<file path="config.mk">
export PLATFORM = sky130hd
export DESIGN_NAME = streaming_token_lexer_flat
export DESIGN_NICKNAME = d
export VERILOG_FILES = /design/src/hdl/slx_pkg.sv /design/src/hdl/slx_chan_if.sv /design/src/hdl/slx_front.sv /design/src/hdl/slx_queue.sv /design/src/hdl/slx_back.sv /design/src/hdl/streaming_token_lexer.sv /design/src/flat_wrapper.sv
export SDC_FILE = /design/constraint.sdc
export NUM_CORES = 1
export LEC_CHECK = 0
export BUFFER_PORTS_ARGS = -buffer_cell sky130_fd_sc_hd__buf_2
export CAP_MARGIN = 10
export CORE_AREA = 2 2 196 198
export CTS_CLUSTER_SIZE = 14
export DETAILED_ROUTE_END_ITERATION = 6
export DIE_AREA = 0 0 198 200
export HOLD_SLACK_MARGIN = 0.05
export PLACE_DENSITY = 0.63
export SYNTH_ARGS = -nofsm -noshare
export SYNTH_HDL_FRONTEND = slang
export SYNTH_SLANG_ARGS = --single-unit
export TNS_END_PERCENT = 30
</file>
<file path="constraint.sdc">
create_clock -name clk -period 12.3 [get_ports clk]
set_input_delay 3.69 -clock clk [delete_from_list [all_inputs] [get_ports clk]]
set_output_delay 3.69 -clock clk [all_outputs]
set_load 0.02 [all_outputs]
</file>
<file path="src/hdl/slx_pkg.sv">
`timescale 1ns / 1ps
// Shared types, constants and helpers for the streaming token lexer.
package slx_pkg;

  localparam int MAX_LINE_LENGTH = 4096;

  localparam int CHAR_W  = 8;
  localparam int POS_W   = 12;
  localparam int LEN_W   = 12;
  localparam int CLASS_W = 3;
  localparam int KW_W    = 2;
  localparam int WORD_W  = 32;

  localparam int POS_CAP_I = ((MAX_LINE_LENGTH - 1) < 4095) ? (MAX_LINE_LENGTH - 1) : 4095;
  localparam int LEN_CAP_I = (MAX_LINE_LENGTH < 4095) ? MAX_LINE_LENGTH : 4095;
  localparam logic [POS_W-1:0] POS_CAP = POS_W'(POS_CAP_I);
  localparam logic [LEN_W-1:0] LEN_CAP = LEN_W'(LEN_CAP_I);

  // queue between classifier and emitter
  localparam int QDEPTH = 4;
  localparam int QPTR_W = $clog2(QDEPTH);
  localparam int QCNT_W = $clog2(QDEPTH + 1);

  typedef enum logic [2:0] {
    MODE_IDLE    = 3'd0,
    MODE_IDENT   = 3'd1,
    MODE_NUMBER  = 3'd2,
    MODE_LESS    = 3'd3,
    MODE_GREATER = 3'd4
  } lex_mode_t;

  typedef enum logic [CLASS_W-1:0] {
    CLS_IDENT   = 3'd0,
    CLS_NUMBER  = 3'd1,
    CLS_OPER    = 3'd2,
    CLS_KEYWORD = 3'd3,
    CLS_PUNCT   = 3'd4
  } tok_class_t;

  typedef enum logic [KW_W-1:0] {
    KW_COUT = 2'd0,
    KW_CIN  = 2'd1,
    KW_ENDL = 2'd2,
    KW_NONE = 2'd3
  } kw_t;

  localparam logic [CHAR_W-1:0] CH_PLUS   = 8'h2B;
  localparam logic [CHAR_W-1:0] CH_MINUS  = 8'h2D;
  localparam logic [CHAR_W-1:0] CH_STAR   = 8'h2A;
  localparam logic [CHAR_W-1:0] CH_SLASH  = 8'h2F;
  localparam logic [CHAR_W-1:0] CH_LT     = 8'h3C;
  localparam logic [CHAR_W-1:0] CH_GT     = 8'h3E;
  localparam logic [CHAR_W-1:0] CH_SEMI   = 8'h3B;
  localparam logic [CHAR_W-1:0] CH_COLON  = 8'h3A;
  localparam logic [CHAR_W-1:0] CH_LBRACE = 8'h7B;
  localparam logic [CHAR_W-1:0] CH_RBRACE = 8'h7D;

  // first character in bits 7..0
  localparam logic [WORD_W-1:0] WORD_COUT = 32'h7475_6F63;
  localparam logic [WORD_W-1:0] WORD_CIN  = 32'h006E_6963;
  localparam logic [WORD_W-1:0] WORD_ENDL = 32'h6C64_6E65;

  typedef struct packed {
    tok_class_t        cls;
    kw_t               kw;
    logic [CHAR_W-1:0] sym;
    logic              dbl;
    logic [POS_W-1:0]  start;
    logic [LEN_W-1:0]  len;
    logic              last;
  } token_t;

  // one or two tokens caused by one character
  typedef struct packed {
    logic   two;
    token_t tok0;
    token_t tok1;
  } bundle_t;

  function automatic logic is_letter(input logic [CHAR_W-1:0] c);
    return ((c >= 8'h61) && (c <= 8'h7A)) || ((c >= 8'h41) && (c <= 8'h5A));
  endfunction

  function automatic logic is_digit(input logic [CHAR_W-1:0] c);
    return (c >= 8'h30) && (c <= 8'h39);
  endfunction

endpackage

</file>
<file path="src/hdl/slx_chan_if.sv">
`timescale 1ns / 1ps
// Valid/ready channel interfaces for characters in and tokens out.
interface slx_char_if import slx_pkg::*; ();
  logic              valid;
  logic              ready;
  logic [CHAR_W-1:0] char_code;
  logic              end_of_line;

  modport source (output valid, output char_code, output end_of_line, input ready);
  modport sink   (input valid, input char_code, input end_of_line, output ready);
endinterface

interface slx_token_if import slx_pkg::*; ();
  logic               valid;
  logic               ready;
  logic [CLASS_W-1:0] token_class;
  logic [KW_W-1:0]    keyword_index;
  logic [CHAR_W-1:0]  symbol_char;
  logic               doubled;
  logic [POS_W-1:0]   token_start;
  logic [LEN_W-1:0]   token_length;
  logic               last_of_run;

  modport source (output valid, output token_class, output keyword_index, output symbol_char,
                  output doubled, output token_start, output token_length,
                  output last_of_run, input ready);
  modport sink   (input valid, input token_class, input keyword_index, input symbol_char,
                  input doubled, input token_start, input token_length,
                  input last_of_run, output ready);
endinterface

</file>
<file path="src/hdl/slx_front.sv">
`timescale 1ns / 1ps
// Classifier: consumes one character per cycle unless q_full, tracks the open token, pushes finished tokens.
module slx_front import slx_pkg::*; (
  input  logic       clk,
  input  logic       rst,
  slx_char_if.sink   chars,
  input  logic       q_full,
  output logic       push,
  output bundle_t    push_data
);

  lex_mode_t         mode, mode_next;
  logic [WORD_W-1:0] word_prefix, word_prefix_next;
  logic [LEN_W-1:0]  open_length, open_length_next;
  logic [POS_W-1:0]  open_start, open_start_next;
  logic [POS_W-1:0]  line_position, line_position_next;

  logic              accept;
  logic [CHAR_W-1:0] c;
  logic              letter, digit, consumed;
  logic              ea, eb, ec;
  token_t            ta, tb, tc;

  function automatic token_t flush_tok(input lex_mode_t m, input logic [WORD_W-1:0] pfx,
                                       input logic [LEN_W-1:0] len,
                                       input logic [POS_W-1:0] st);
    token_t t;
    kw_t    kw;
    t.cls   = CLS_IDENT;
    t.kw    = KW_NONE;
    t.sym   = '0;
    t.dbl   = 1'b0;
    t.start = st;
    t.len   = len;
    t.last  = 1'b0;
    kw      = KW_NONE;
    unique case (m)
      MODE_IDENT: begin
        if (len == LEN_W'(4) && pfx == WORD_COUT) kw = KW_COUT;
        else if (len == LEN_W'(3) && pfx == WORD_CIN) kw = KW_CIN;
        else if (len == LEN_W'(4) && pfx == WORD_ENDL) kw = KW_ENDL;
        t.kw  = kw;
        t.cls = (kw == KW_NONE) ? CLS_IDENT : CLS_KEYWORD;
      end
      MODE_NUMBER: t.cls = CLS_NUMBER;
      MODE_LESS: begin
        t.cls = CLS_OPER;
        t.sym = CH_LT;
        t.len = LEN_W'(1);
      end
      MODE_GREATER: begin
        t.cls = CLS_OPER;
        t.sym = CH_GT;
        t.len = LEN_W'(1);
      end
      MODE_IDLE: t.cls = CLS_IDENT;
    endcase
    return t;
  endfunction

  function automatic logic [WORD_W-1:0] ext_prefix(input logic [WORD_W-1:0] pfx,
                                                   input logic [LEN_W-1:0] len,
                                                   input logic [CHAR_W-1:0] ch);
    logic [WORD_W-1:0] r;
    r = pfx;
    if (len < LEN_W'(4)) begin
      case (len[1:0])
        2'd0:    r[7:0]   = ch;
        2'd1:    r[15:8]  = ch;
        2'd2:    r[23:16] = ch;
        default: r[31:24] = ch;
      endcase
    end
    return r;
  endfunction

  assign accept      = chars.valid && chars.ready;
  assign chars.ready = !q_full;
  assign c           = chars.char_code;
  assign letter      = is_letter(c);
  assign digit       = is_digit(c);

  // next state and the up to three candidate emissions of this character
  always_comb begin
    mode_next          = mode;
    word_prefix_next   = word_prefix;
    open_length_next   = open_length;
    open_start_next    = open_start;
    line_position_next = line_position;
    consumed           = 1'b0;
    ea                 = 1'b0;
    eb                 = 1'b0;
    ta                 = flush_tok(mode, word_prefix, open_length, open_start);
    tb.cls             = CLS_OPER;
    tb.kw              = KW_NONE;
    tb.sym             = c;
    tb.dbl             = 1'b0;
    tb.start           = line_position;
    tb.len             = LEN_W'(1);
    tb.last            = 1'b0;

    unique case (mode)
      MODE_IDENT, MODE_NUMBER: begin
        if (digit || (letter && mode == MODE_IDENT)) begin
          word_prefix_next = ext_prefix(word_prefix, open_length, c);
          open_length_next = (open_length < LEN_CAP) ? open_length + LEN_W'(1) : open_length;
          consumed         = 1'b1;
        end else begin
          ea               = 1'b1;
          mode_next        = MODE_IDLE;
          word_prefix_next = '0;
          open_length_next = '0;
        end
      end
      MODE_LESS, MODE_GREATER: begin
        ea               = 1'b1;
        mode_next        = MODE_IDLE;
        word_prefix_next = '0;
        open_length_next = '0;
        if (c == ((mode == MODE_LESS) ? CH_LT : CH_GT)) begin
          ta.dbl   = 1'b1;
          ta.len   = LEN_W'(2);
          consumed = 1'b1;
        end
      end
      MODE_IDLE: mode_next = MODE_IDLE;
    endcase

    if (!consumed) begin
      if (letter || digit) begin
        mode_next        = letter ? MODE_IDENT : MODE_NUMBER;
        open_start_next  = line_position;
        word_prefix_next = {{(WORD_W-CHAR_W){1'b0}}, c};
        open_length_next = LEN_W'(1);
      end else if (c == CH_LT || c == CH_GT) begin
        mode_next        = (c == CH_LT) ? MODE_LESS : MODE_GREATER;
        open_start_next  = line_position;
        word_prefix_next = '0;
        open_length_next = LEN_W'(1);
      end else if (c == CH_PLUS || c == CH_MINUS || c == CH_STAR || c == CH_SLASH) begin
        eb = 1'b1;
      end else if (c == CH_SEMI || c == CH_COLON || c == CH_LBRACE || c == CH_RBRACE) begin
        eb     = 1'b1;
        tb.cls = CLS_PUNCT;
      end
    end

    // end of line flushes whatever is still open
    ec = chars.end_of_line && (mode_next != MODE_IDLE);
    tc = flush_tok(mode_next, word_prefix_next, open_length_next, open_start_next);
    if (chars.end_of_line) begin
      mode_next          = MODE_IDLE;
      word_prefix_next   = '0;
      open_length_next   = '0;
      open_start_next    = '0;
      line_position_next = '0;
    end else if (line_position < POS_CAP) begin
      line_position_next = line_position + POS_W'(1);
    end
  end

  // pack the emitted tokens in order, mark the last one
  always_comb begin
    push_data.two  = 1'b0;
    push_data.tok0 = tc;
    push_data.tok1 = tc;
    if (ea) begin
      push_data.tok0 = ta;
      push_data.tok1 = eb ? tb : tc;
      push_data.two  = eb || ec;
    end else if (eb) begin
      push_data.tok0 = tb;
      push_data.two  = ec;
    end
    if (push_data.two) push_data.tok1.last = 1'b1;
    else push_data.tok0.last = 1'b1;
    push = accept && (ea || eb || ec);
  end

  always_ff @(posedge clk) begin
    if (rst) begin
      mode          <= MODE_IDLE;
      word_prefix   <= '0;
      open_length   <= '0;
      open_start    <= '0;
      line_position <= '0;
    end else if (accept) begin
      mode          <= mode_next;
      word_prefix   <= word_prefix_next;
      open_length   <= open_length_next;
      open_start    <= open_start_next;
      line_position <= line_position_next;
    end
  end

`ifndef SYNTHESIS
  a_pending_len: assert property (@(posedge clk) disable iff (rst)
    (mode == MODE_LESS || mode == MODE_GREATER) |-> (open_length == LEN_W'(1)))
    else $error("pending operator with length other than one");
  a_idle_clear: assert property (@(posedge clk) disable iff (rst)
    (mode == MODE_IDLE) |-> (open_length == '0 && word_prefix == '0))
    else $error("idle lexer holds token data");
`endif

endmodule

</file>
<file path="src/hdl/slx_queue.sv">
`timescale 1ns / 1ps
// Short queue of token bundles between classifier and emitter.
module slx_queue import slx_pkg::*; (
  input  logic    clk,
  input  logic    rst,
  input  logic    push,
  input  bundle_t push_data,
  output logic    full,
  input  logic    pop,
  output logic    head_valid,
  output bundle_t head
);

  bundle_t            mem [QDEPTH];
  logic [QPTR_W-1:0]  wr_ptr, rd_ptr;
  logic [QCNT_W-1:0]  count;

  assign full       = (count == QCNT_W'(QDEPTH));
  assign head_valid = (count != '0);
  assign head       = mem[rd_ptr];

  always_ff @(posedge clk) begin
    if (push) mem[wr_ptr] <= push_data;
  end

  always_ff @(posedge clk) begin
    if (rst) begin
      wr_ptr <= '0;
      rd_ptr <= '0;
      count  <= '0;
    end else begin
      if (push) wr_ptr <= wr_ptr + QPTR_W'(1);
      if (pop) rd_ptr <= rd_ptr + QPTR_W'(1);
      if (push && !pop) count <= count + QCNT_W'(1);
      else if (pop && !push) count <= count - QCNT_W'(1);
    end
  end

`ifndef SYNTHESIS
  a_no_overflow: assert property (@(posedge clk) disable iff (rst)
    push |-> (!full || pop))
    else $error("push into full queue");
`endif

endmodule

</file>
<file path="src/hdl/slx_back.sv">
`timescale 1ns / 1ps
// Emitter: splits queued bundles into single tokens behind an output register.
module slx_back import slx_pkg::*; (
  input  logic       clk,
  input  logic       rst,
  input  logic       head_valid,
  input  bundle_t    head,
  output logic       pop,
  slx_token_if.source tokens
);

  logic   idx;
  logic   out_valid;
  token_t out_tok;
  token_t cur_tok;
  logic   load;

  assign cur_tok = idx ? head.tok1 : head.tok0;
  assign load    = head_valid && (!out_valid || tokens.ready);
  assign pop     = load && (idx || !head.two);

  always_ff @(posedge clk) begin
    if (load) out_tok <= cur_tok;
  end

  always_ff @(posedge clk) begin
    if (rst) begin
      idx       <= 1'b0;
      out_valid <= 1'b0;
    end else begin
      if (load) begin
        out_valid <= 1'b1;
        idx       <= !idx && head.two;
      end else if (tokens.ready) begin
        out_valid <= 1'b0;
      end
    end
  end

  assign tokens.valid         = out_valid;
  assign tokens.token_class   = out_tok.cls;
  assign tokens.keyword_index = out_tok.kw;
  assign tokens.symbol_char   = out_tok.sym;
  assign tokens.doubled       = out_tok.dbl;
  assign tokens.token_start   = out_tok.start;
  assign tokens.token_length  = out_tok.len;
  assign tokens.last_of_run   = out_tok.last;

`ifndef SYNTHESIS
  a_second_half: assert property (@(posedge clk) disable iff (rst)
    idx |-> (head_valid && head.two))
    else $error("second token selected without a two-token bundle");
`endif

endmodule

</file>
<file path="src/hdl/streaming_token_lexer.sv">
`timescale 1ns / 1ps
// Top level of the streaming token lexer: classifier, bundle queue and emitter.
//
//   channel  dir  handshake     payload
//   chars    in   valid/ready   char_code[7:0], end_of_line
//   tokens   out  valid/ready   token_class, keyword_index, symbol_char, doubled,
//                               token_start, token_length, last_of_run
//
// The classifier takes one character per cycle whenever the four-entry bundle queue
// has room; a character's tokens (zero, one or two) are written into the queue at the
// edge that takes the character, and the first of them then passes through the
// emitter's output register before it is offered on tokens.
// The emitter sends one token per cycle through its output register while tokens is
// ready, so a queued bundle of two tokens goes out one token after the other; the
// output port sets the token rate. A stall on tokens fills the queue and then drops
// chars.ready; chars stay taken while older tokens wait. Reset (rst, synchronous)
// empties the queue and clears the open token and the line position.
module streaming_token_lexer import slx_pkg::*; (
  input  logic        clk,
  input  logic        rst,
  slx_char_if.sink    chars,
  slx_token_if.source tokens
);

  logic    push, q_full, pop, head_valid;
  bundle_t push_data, head;

  // character classification and token state
  slx_front u_front (
    .clk       (clk),
    .rst       (rst),
    .chars     (chars),
    .q_full    (q_full),
    .push      (push),
    .push_data (push_data)
  );

  // decouples the two sides; one bundle per character that produced tokens
  slx_queue u_queue (
    .clk        (clk),
    .rst        (rst),
    .push       (push),
    .push_data  (push_data),
    .full       (q_full),
    .pop        (pop),
    .head_valid (head_valid),
    .head       (head)
  );

  // serializes bundles onto the token request channel
  slx_back u_back (
    .clk        (clk),
    .rst        (rst),
    .head_valid (head_valid),
    .head       (head),
    .pop        (pop),
    .tokens     (tokens)
  );

endmodule

</file>
<file path="src/flat_wrapper.sv">
// flat-port wrapper written by rule: the top's interface ports become plain ports
module streaming_token_lexer_flat import slx_pkg::*;
  (clk, rst, chars_valid, chars_char_code, chars_end_of_line, chars_ready, tokens_valid, tokens_token_class, tokens_keyword_index, tokens_symbol_char, tokens_doubled, tokens_token_start, tokens_token_length, tokens_last_of_run, tokens_ready);
  slx_char_if chars_i ();
  slx_token_if tokens_i ();
  input  logic clk;
  input  logic rst;
  input wire logic [$bits(chars_i.valid)-1:0] chars_valid;
  input wire logic [$bits(chars_i.char_code)-1:0] chars_char_code;
  input wire logic [$bits(chars_i.end_of_line)-1:0] chars_end_of_line;
  output wire logic [$bits(chars_i.ready)-1:0] chars_ready;
  output wire logic [$bits(tokens_i.valid)-1:0] tokens_valid;
  output wire logic [$bits(tokens_i.token_class)-1:0] tokens_token_class;
  output wire logic [$bits(tokens_i.keyword_index)-1:0] tokens_keyword_index;
  output wire logic [$bits(tokens_i.symbol_char)-1:0] tokens_symbol_char;
  output wire logic [$bits(tokens_i.doubled)-1:0] tokens_doubled;
  output wire logic [$bits(tokens_i.token_start)-1:0] tokens_token_start;
  output wire logic [$bits(tokens_i.token_length)-1:0] tokens_token_length;
  output wire logic [$bits(tokens_i.last_of_run)-1:0] tokens_last_of_run;
  input wire logic [$bits(tokens_i.ready)-1:0] tokens_ready;
  assign chars_i.valid = chars_valid;
  assign chars_i.char_code = chars_char_code;
  assign chars_i.end_of_line = chars_end_of_line;
  assign chars_ready = chars_i.ready;
  assign tokens_valid = tokens_i.valid;
  assign tokens_token_class = tokens_i.token_class;
  assign tokens_keyword_index = tokens_i.keyword_index;
  assign tokens_symbol_char = tokens_i.symbol_char;
  assign tokens_doubled = tokens_i.doubled;
  assign tokens_token_start = tokens_i.token_start;
  assign tokens_token_length = tokens_i.token_length;
  assign tokens_last_of_run = tokens_i.last_of_run;
  assign tokens_i.ready = tokens_ready;
  streaming_token_lexer u_core (.clk(clk), .rst(rst), .chars(chars_i), .tokens(tokens_i));
endmodule
</file>
# After elaboration in Yosys (flattened, before gate mapping)

Memories as Yosys holds them, arrays and structs flattened. A register that Yosys moved wholly into a read port is not among the register bits.
Index checks and enable logic that the tools add are counted.

Equality and inequality tests: 34
$mul: 0
Reduce and logical (&&, ||, !) cells: 53
Add/sub/neg operators: 6
Multiplexer cells: 84
Magnitude comparators: 9
Bitwise gates (word level): 0
Divide/modulo/power cells: 0
Shifts and indexed selects: 0

Operator list:

| operator              | number |
|---|---|
| $mux 12               | 16 |
| $mux 32               | 6 |
| $eq 32x31->1 const B  | 4 |
| $mux 39               | 3 |
| $mux 40               | 2 |
| $eq 32x23->1 const B  | 2 |
| $eq 8x6->1 const B    | 8 |
| $pmux 32 s2           | 1 |
| $mux 3                | 13 |
| $mux 8                | 4 |
| $mux 2                | 14 |
| $add 12x1->12 const B | 2 |
| $eq 12x2->1 const B   | 2 |
| $eq 12x3->1 const B   | 2 |
| $lt 12x12->1 const B  | 2 |
| $pmux 12 s2           | 1 |
| $pmux 3 s4            | 2 |
| $pmux 6 s2            | 2 |
| $logic_and 1x1->1     | 18 |
| $mux 1                | 17 |
| $eq 8x7->1 const B    | 2 |
| $ge 8x7->1 const B    | 2 |
| $le 8x7->1 const B    | 2 |
| $logic_or 1x1->1      | 15 |
| other kinds (22)      | 44 |

Bits in registers: 119
Memories kept: 1
Memory bits (read-only): 0
Bits in latches: 0
RAM bits: 316

Memory list:

| name               | depth | bits a word | read ports | clocked after memory_dff | write ports | line            | source |
|---|---|---|---|---|---|---|---|
| u_core.u_queue.mem | 4     | 79          | 1          | 1                        | 1           | slx_queue.sv:14 | `bundle_t mem [QDEPTH];` |

# Longest topological paths before layout

Word-level depth: 22
Mapped depth: 13

# Modules after synthesis

A second synthesis with hierarchy kept.

Cells, all modules: 1,279
Area total of the unflattened synthesis: 18,794.3 um^2

By module, submodules not included:

| module    | area an instance (um^2) | cells an instance | instances |
|---|---|---|---|
| slx_queue | 11,812.6                | 457               | 1 |
| slx_front | 5,247.5                 | 729               | 1 |
| slx_back  | 1,734.2                 | 93                | 1 |

# Least setup slack after synthesis

No wires, ideal clock.

Path kind: input -> register
From: input chars_char_code[0]
To: memory u_core.u_queue.mem[0][0] (netlist name), enable pin
Required time: 11,856 ps
Arrival: 7,244 ps
Cell stages on the path: 7
Path slack: 4,612 ps
Cells stage by stage: buf_6 > or4_4 > o221a_4 > a2bb2oi_4 > nor2_1 > a21oi_1 > and2_1

Longest elaborated chain between the ends: 16
Elaborated cells between the ends (all ways): 55
Those cells by class: 6 x order compare; 11 x eq/ne; 19 x mux; 19 x reduce/logical

RTL lines:

| element                                  | line                        | source |
|---|---|---|
| from (decl)                              | flat_wrapper.sv:9           | `input wire logic [$bits(chars_i.char_code)-1:0] chars_char_code;` |
| $ge 8x7->1 or $le 8x7->1 (tied branches) | slx_pkg.sv:81               | `return ((c >= 8'h61) && (c <= 8'h7A)) \|\| ((c >= 8'h41) && (c <= 8'h5A));` |
| $logic_and 1x1->1                        | slx_pkg.sv:81               |  |
| $logic_or 1x1->1                         | slx_pkg.sv:81               |  |
| $logic_and 1x1->1                        | slx_front.sv:104            | `if (digit \|\| (letter && mode == MODE_IDENT)) begin` |
| $logic_or 1x1->1                         | slx_front.sv:104            |  |
| $mux 3                                   | slx_front.sv:104            |  |
| $pmux 3 s2                               | slx_front.sv:102            | `unique case (mode)` |
| $mux 3                                   | slx_front.sv:135            | `end else if (c == CH_LT \|\| c == CH_GT) begin` |
| $mux 3                                   | slx_front.sv:130            | `if (letter \|\| digit) begin` |
| $mux 3                                   | slx_front.sv:129            | `if (!consumed) begin` |
| $reduce_bool 3->1                        | slx_front.sv:149            | `ec = chars.end_of_line && (mode_next != MODE_IDLE);` |
| $logic_and 1x1->1                        | slx_front.sv:149            |  |
| $logic_or 1x1->1 *                       | slx_front.sv:177            | `push = accept && (ea \|\| eb \|\| ec);` |
| $logic_and 1x1->1 *                      | slx_front.sv:177            |  |
| named net u_core.push                    | streaming_token_lexer.sv:25 | `logic push, q_full, pop, head_valid;` |
| $mux 1 *                                 | slx_queue.sv:23             | `if (push) mem[wr_ptr] <= push_data;` |
| $mux 1 (implied by the code) *           | slx_queue.sv:23             |  |
| to (decl)                                | slx_queue.sv:14             |  |

The timed path passes the listed nets; every way through them passes the cells marked *.

# Worst setup path in the final report

From: input chars_char_code[0]
To: memory u_core.u_queue.mem[3][26] (netlist name), enable pin

The elaborated chain is that of the path after synthesis.

==> results.json <==
{
  "path_clk_slew_ns": 0.06,
  "maxCapViolCount": 0,
  "instances_no_fill": 1903,
  "core-area_sq_um": 37400,
  "crit_buf_inv": 2,
  "diodes": 0,
  "ant_nets": 0,
  "relSlewSlack_pct": 25.5,
  "synthTopCellsByArea": "edfxtp_1 56%, mux4_2 9.3%, dfxtp_1 8.8%",
  "syn_area_per_cell_sq_um": 14.1,
  "synth.most_common_cell": "edfxtp_1",
  "cts.sinks": 429,
  "fin_skew_ns": 0.0217,
  "drc": 0,
  "synth_flop_cell": "edfxtp_1",
  "finalNetCount": 1380,
  "max_slew.worst_pin.slew_ns": 1.11,
  "vias": 11376,
  "routabilityCongestion": 0.910,
  "pin_count": 54,
  "port_buffers": 53,
  "grt.total_usage_pct": 21.9,
  "synth_largest_area_cell": "edfxtp_1",
  "hold_depth": 2,
  "drive_gt1_share_pct": 19.0,
  "h-tree-depth": 2,
  "drt-pass1-iter-count": 5,
  "grt_pass1_wl_mm": 65.6,
  "netlist_instances": 1319,
  "cts_buffers": 44,
  "slowest_stage": "buf_4",
  "dp_cells": 1821,
  "rows": 71,
  "cp_cell_sequence": "buf_2 > or4_4 > o221a_4 > a2bb2oi_4 > nor2_1 > a21oi_1 > and2_4 > buf_4",
  "ys_warn_count": 0,
  "critical_path_depth": 8,
  "r2r_setup_slack_ns": 7.67,
  "finalCritPeriodShare_pct": 57.7,
  "synthArstFlopShare_pct": 0,
  "ctsHoldBuffers": 0,
  "grt_pass1_vias": 11102,
  "cp-end-kind": "register",
  "hold_path.class": "reg2reg",
  "arrival_ns": 7.27,
  "wl_per_cell_microns": 22.3,
  "dieArea_sq_um": 39600,
  "ys_seq_area_share_pct": 65.0,
  "cts.repair.resized": 0,
  "clockRootBuffer": "clkbuf_16",
  "cp_slowest_stage_delay_ns": 0.74,
  "status": "complete, no violations",
  "vias_per_cell": 5.98,
  "antenna_found_initial": 1,
  "path_max_fanout": 54,
  "wl_mm": 42.5,
  "required_ns": 12.47,
  "drt_iter0_drc": 1043,
  "period_needed_ns": 7.10,
  "setup_viol": 0,
  "synth-seq-cells": 429,
  "grt_max_degree": 73,
  "leakagePower_uw": 0.00714,
  "path_delay_family": "compound AO/OA/AOI/OAI gates",
  "setup_tns_ns": 0,
  "postCtsSetupBuffers": 0,
  "start_util_pct": 49.6,
  "path_class": "in2reg",
  "grt.overflow.total": 0,
  "synth-edff-count": 347,
  "syn_area_sq_um": 18600,
  "synth_top_cell_area_share_pct": 56.1,
  "power.density_nw_per_um2": 184,
  "syn2layout_area_growth_pct": 11.4,
  "max_clock_freq_mhz": 141,
  "drv_slew": 0,
  "worstRegToRegCells": 9,
  "fill_cells": 3014,
  "synth_commonest_cells": "347 x edfxtp_1, 166 x nand2_1, 102 x nor2_1",
  "die_w_microns": 198,
  "start_kind": "primary input",
  "clockBufferDepth": 3,
  "dpl.hpwl_mm": 26.0,
  "synth.distinct_cells": 84,
  "clock_latency_ns": 0.56,
  "final_hold_viol_count": 0,
  "cts_tree": "built",
  "dieHeight_microns": 200,
  "ir_worst_vdd_mv": 0.0965,
  "rsz0062_at_grt": "false"
}
-- per-stage QoR --
stage | total power [uW] | utilization (%) | setup slack, ns | instance area, sq um | hold WS [ns]
after global placement | 2560 | 51.5 | 4.72 | 19300 | 0.456
after CTS | 3870 | 55.3 | 5.23 | 20700 | 0.476
after floorplan | 2330 | - | 4.61 | 18600 | 0.437
after detailed placement | 2570 | 51.5 | 4.67 | 19300 | 0.464
final | 3810 | 55.3 | 5.20 | 20700 | 0.466
after global routing | 3990 | 55.3 | 4.96 | 20700 | 0.495
-- final timing paths --
kind	startpoint	to
hold reg to reg	u_core.u_back.tokens.valid	u_core.u_back.tokens.valid
setup / recovery	chars_char_code[0]	u_core.u_queue.mem[3][26]
setup reg to reg	u_core.u_front.mode[1]	u_core.u_queue.mem[1][76]
hold / removal	u_core.u_back.tokens.valid	u_core.u_back.tokens.valid
-- metal layers --
| metal | vias up | part of all wire (%) | GRT usage [%] |
|---|---|---|---|
| met5 | - | 0 | 0 |
| met4 | 0 | 2.5 | 6.77 |
| met3 | 78 | 5.9 | 3.24 |
| met2 | 398 | 48 | 36.0 |
| met1 | 5746 | 44 | 30.4 |
| li1 | 5154 | - | - |
-- kinds of logic (layout without fill, tap and decap cells) --
kind of cell / count (synthesis) / count (layout) / synth area share [%]
AOI/OAI and AO/OA: 206 / 206 / 8.18
xor gates and xnor gates: 13 / 13 / 0.613
adders and majority gates: 11 / 11 / 0.782
buffers and inverters: 103 / 169 / 2.33
DFF: 429 / 429 / 65.0
muxes: 120 / 120 / 11.8
other: 1 / 8 / 0.0202
and+or+nand+nor: 436 / 436 / 11.3
-- final cells by class --
| class | instances | area (sq um) | area share [%] |
|---|---|---|---|
| Sequential cell | 429 | 12100 | 58.3 |
| Multi-Input combinational cell | 794 | 6110 | 29.5 |
| Clock buffer | 74 | 1340 | 6.46 |
| Tap cell | 511 | 639 | 3.09 |
| Timing Repair Buffer | 69 | 385 | 1.86 |
| Clock inverter | 8 | 76.3 | 0.369 |
| Inverter | 18 | 67.6 | 0.327 |
-- report_power, final --
group,switching [uW],internal [uW]
Clock,532,760
Sequential,68.7,1710
Combinational,458,279
-- cell usage in the layout (no fill, tap or decap), types with 5 or more instances in the layout --
cell | netlist | routed
a22o_1 | 10 | 10
o21ai_1 | 6 | 6
o21ai_0 | 30 | 29
dfxtp_1 | 82 | 79
nand2b_1 | 7 | 7
and2_1 | 15 | 11
buf_2 | 15 | 53
clkbuf_1 | 45 | 20
nand4_1 | 19 | 19
clkbuf_16 | 0 | 46
mux2i_1 | 16 | 16
buf_4 | 3 | 16
nor2_1 | 102 | 102
nand3_1 | 25 | 25
nor2b_1 | 5 | 5
xor2_1 | 9 | 9
and3_1 | 23 | 23
nand2_1 | 166 | 166
clkbuf_8 | 0 | 8
ha_1 | 10 | 10
o211ai_1 | 6 | 6
nor4_1 | 9 | 9
edfxtp_1 | 347 | 347
inv_1 | 18 | 17
a21oi_1 | 32 | 32
conb_1 | 1 | 8
a21o_1 | 9 | 9
mux2_2 | 27 | 27
a31oi_1 | 9 | 9
or3_1 | 11 | 11
nor3_1 | 18 | 18
clkinv_2 | 0 | 6
a22oi_1 | 53 | 53
mux4_2 | 77 | 77
-- state kept, by name (all words and copies together) (netlist names), 3 cells and up, named ones only --
| signal | flops |
|---|---|
| u_core.u_queue.mem | 308 |
| u_core.u_front.word_prefix | 32 |
| u_core.u_back.tokens.token_length | 12 |
| u_core.u_back.tokens.token_start | 12 |
| u_core.u_front.line_position | 12 |
| u_core.u_front.open_length | 12 |
| u_core.u_front.open_start | 12 |
| u_core.u_back.tokens.symbol_char | 8 |
| u_core.u_back.tokens.token_class | 3 |
| u_core.u_front.mode | 3 |
| u_core.u_queue.count | 3 |
-- worst min-delay path, delay by kind of cell (launching register included) --
family,cells,cell delay (ns)
DFF,1,0.32
and+or+nand+nor,1,0.05
AOI/OAI and AO/OA,1,0.05
Power figures use the tool's default switching activity.
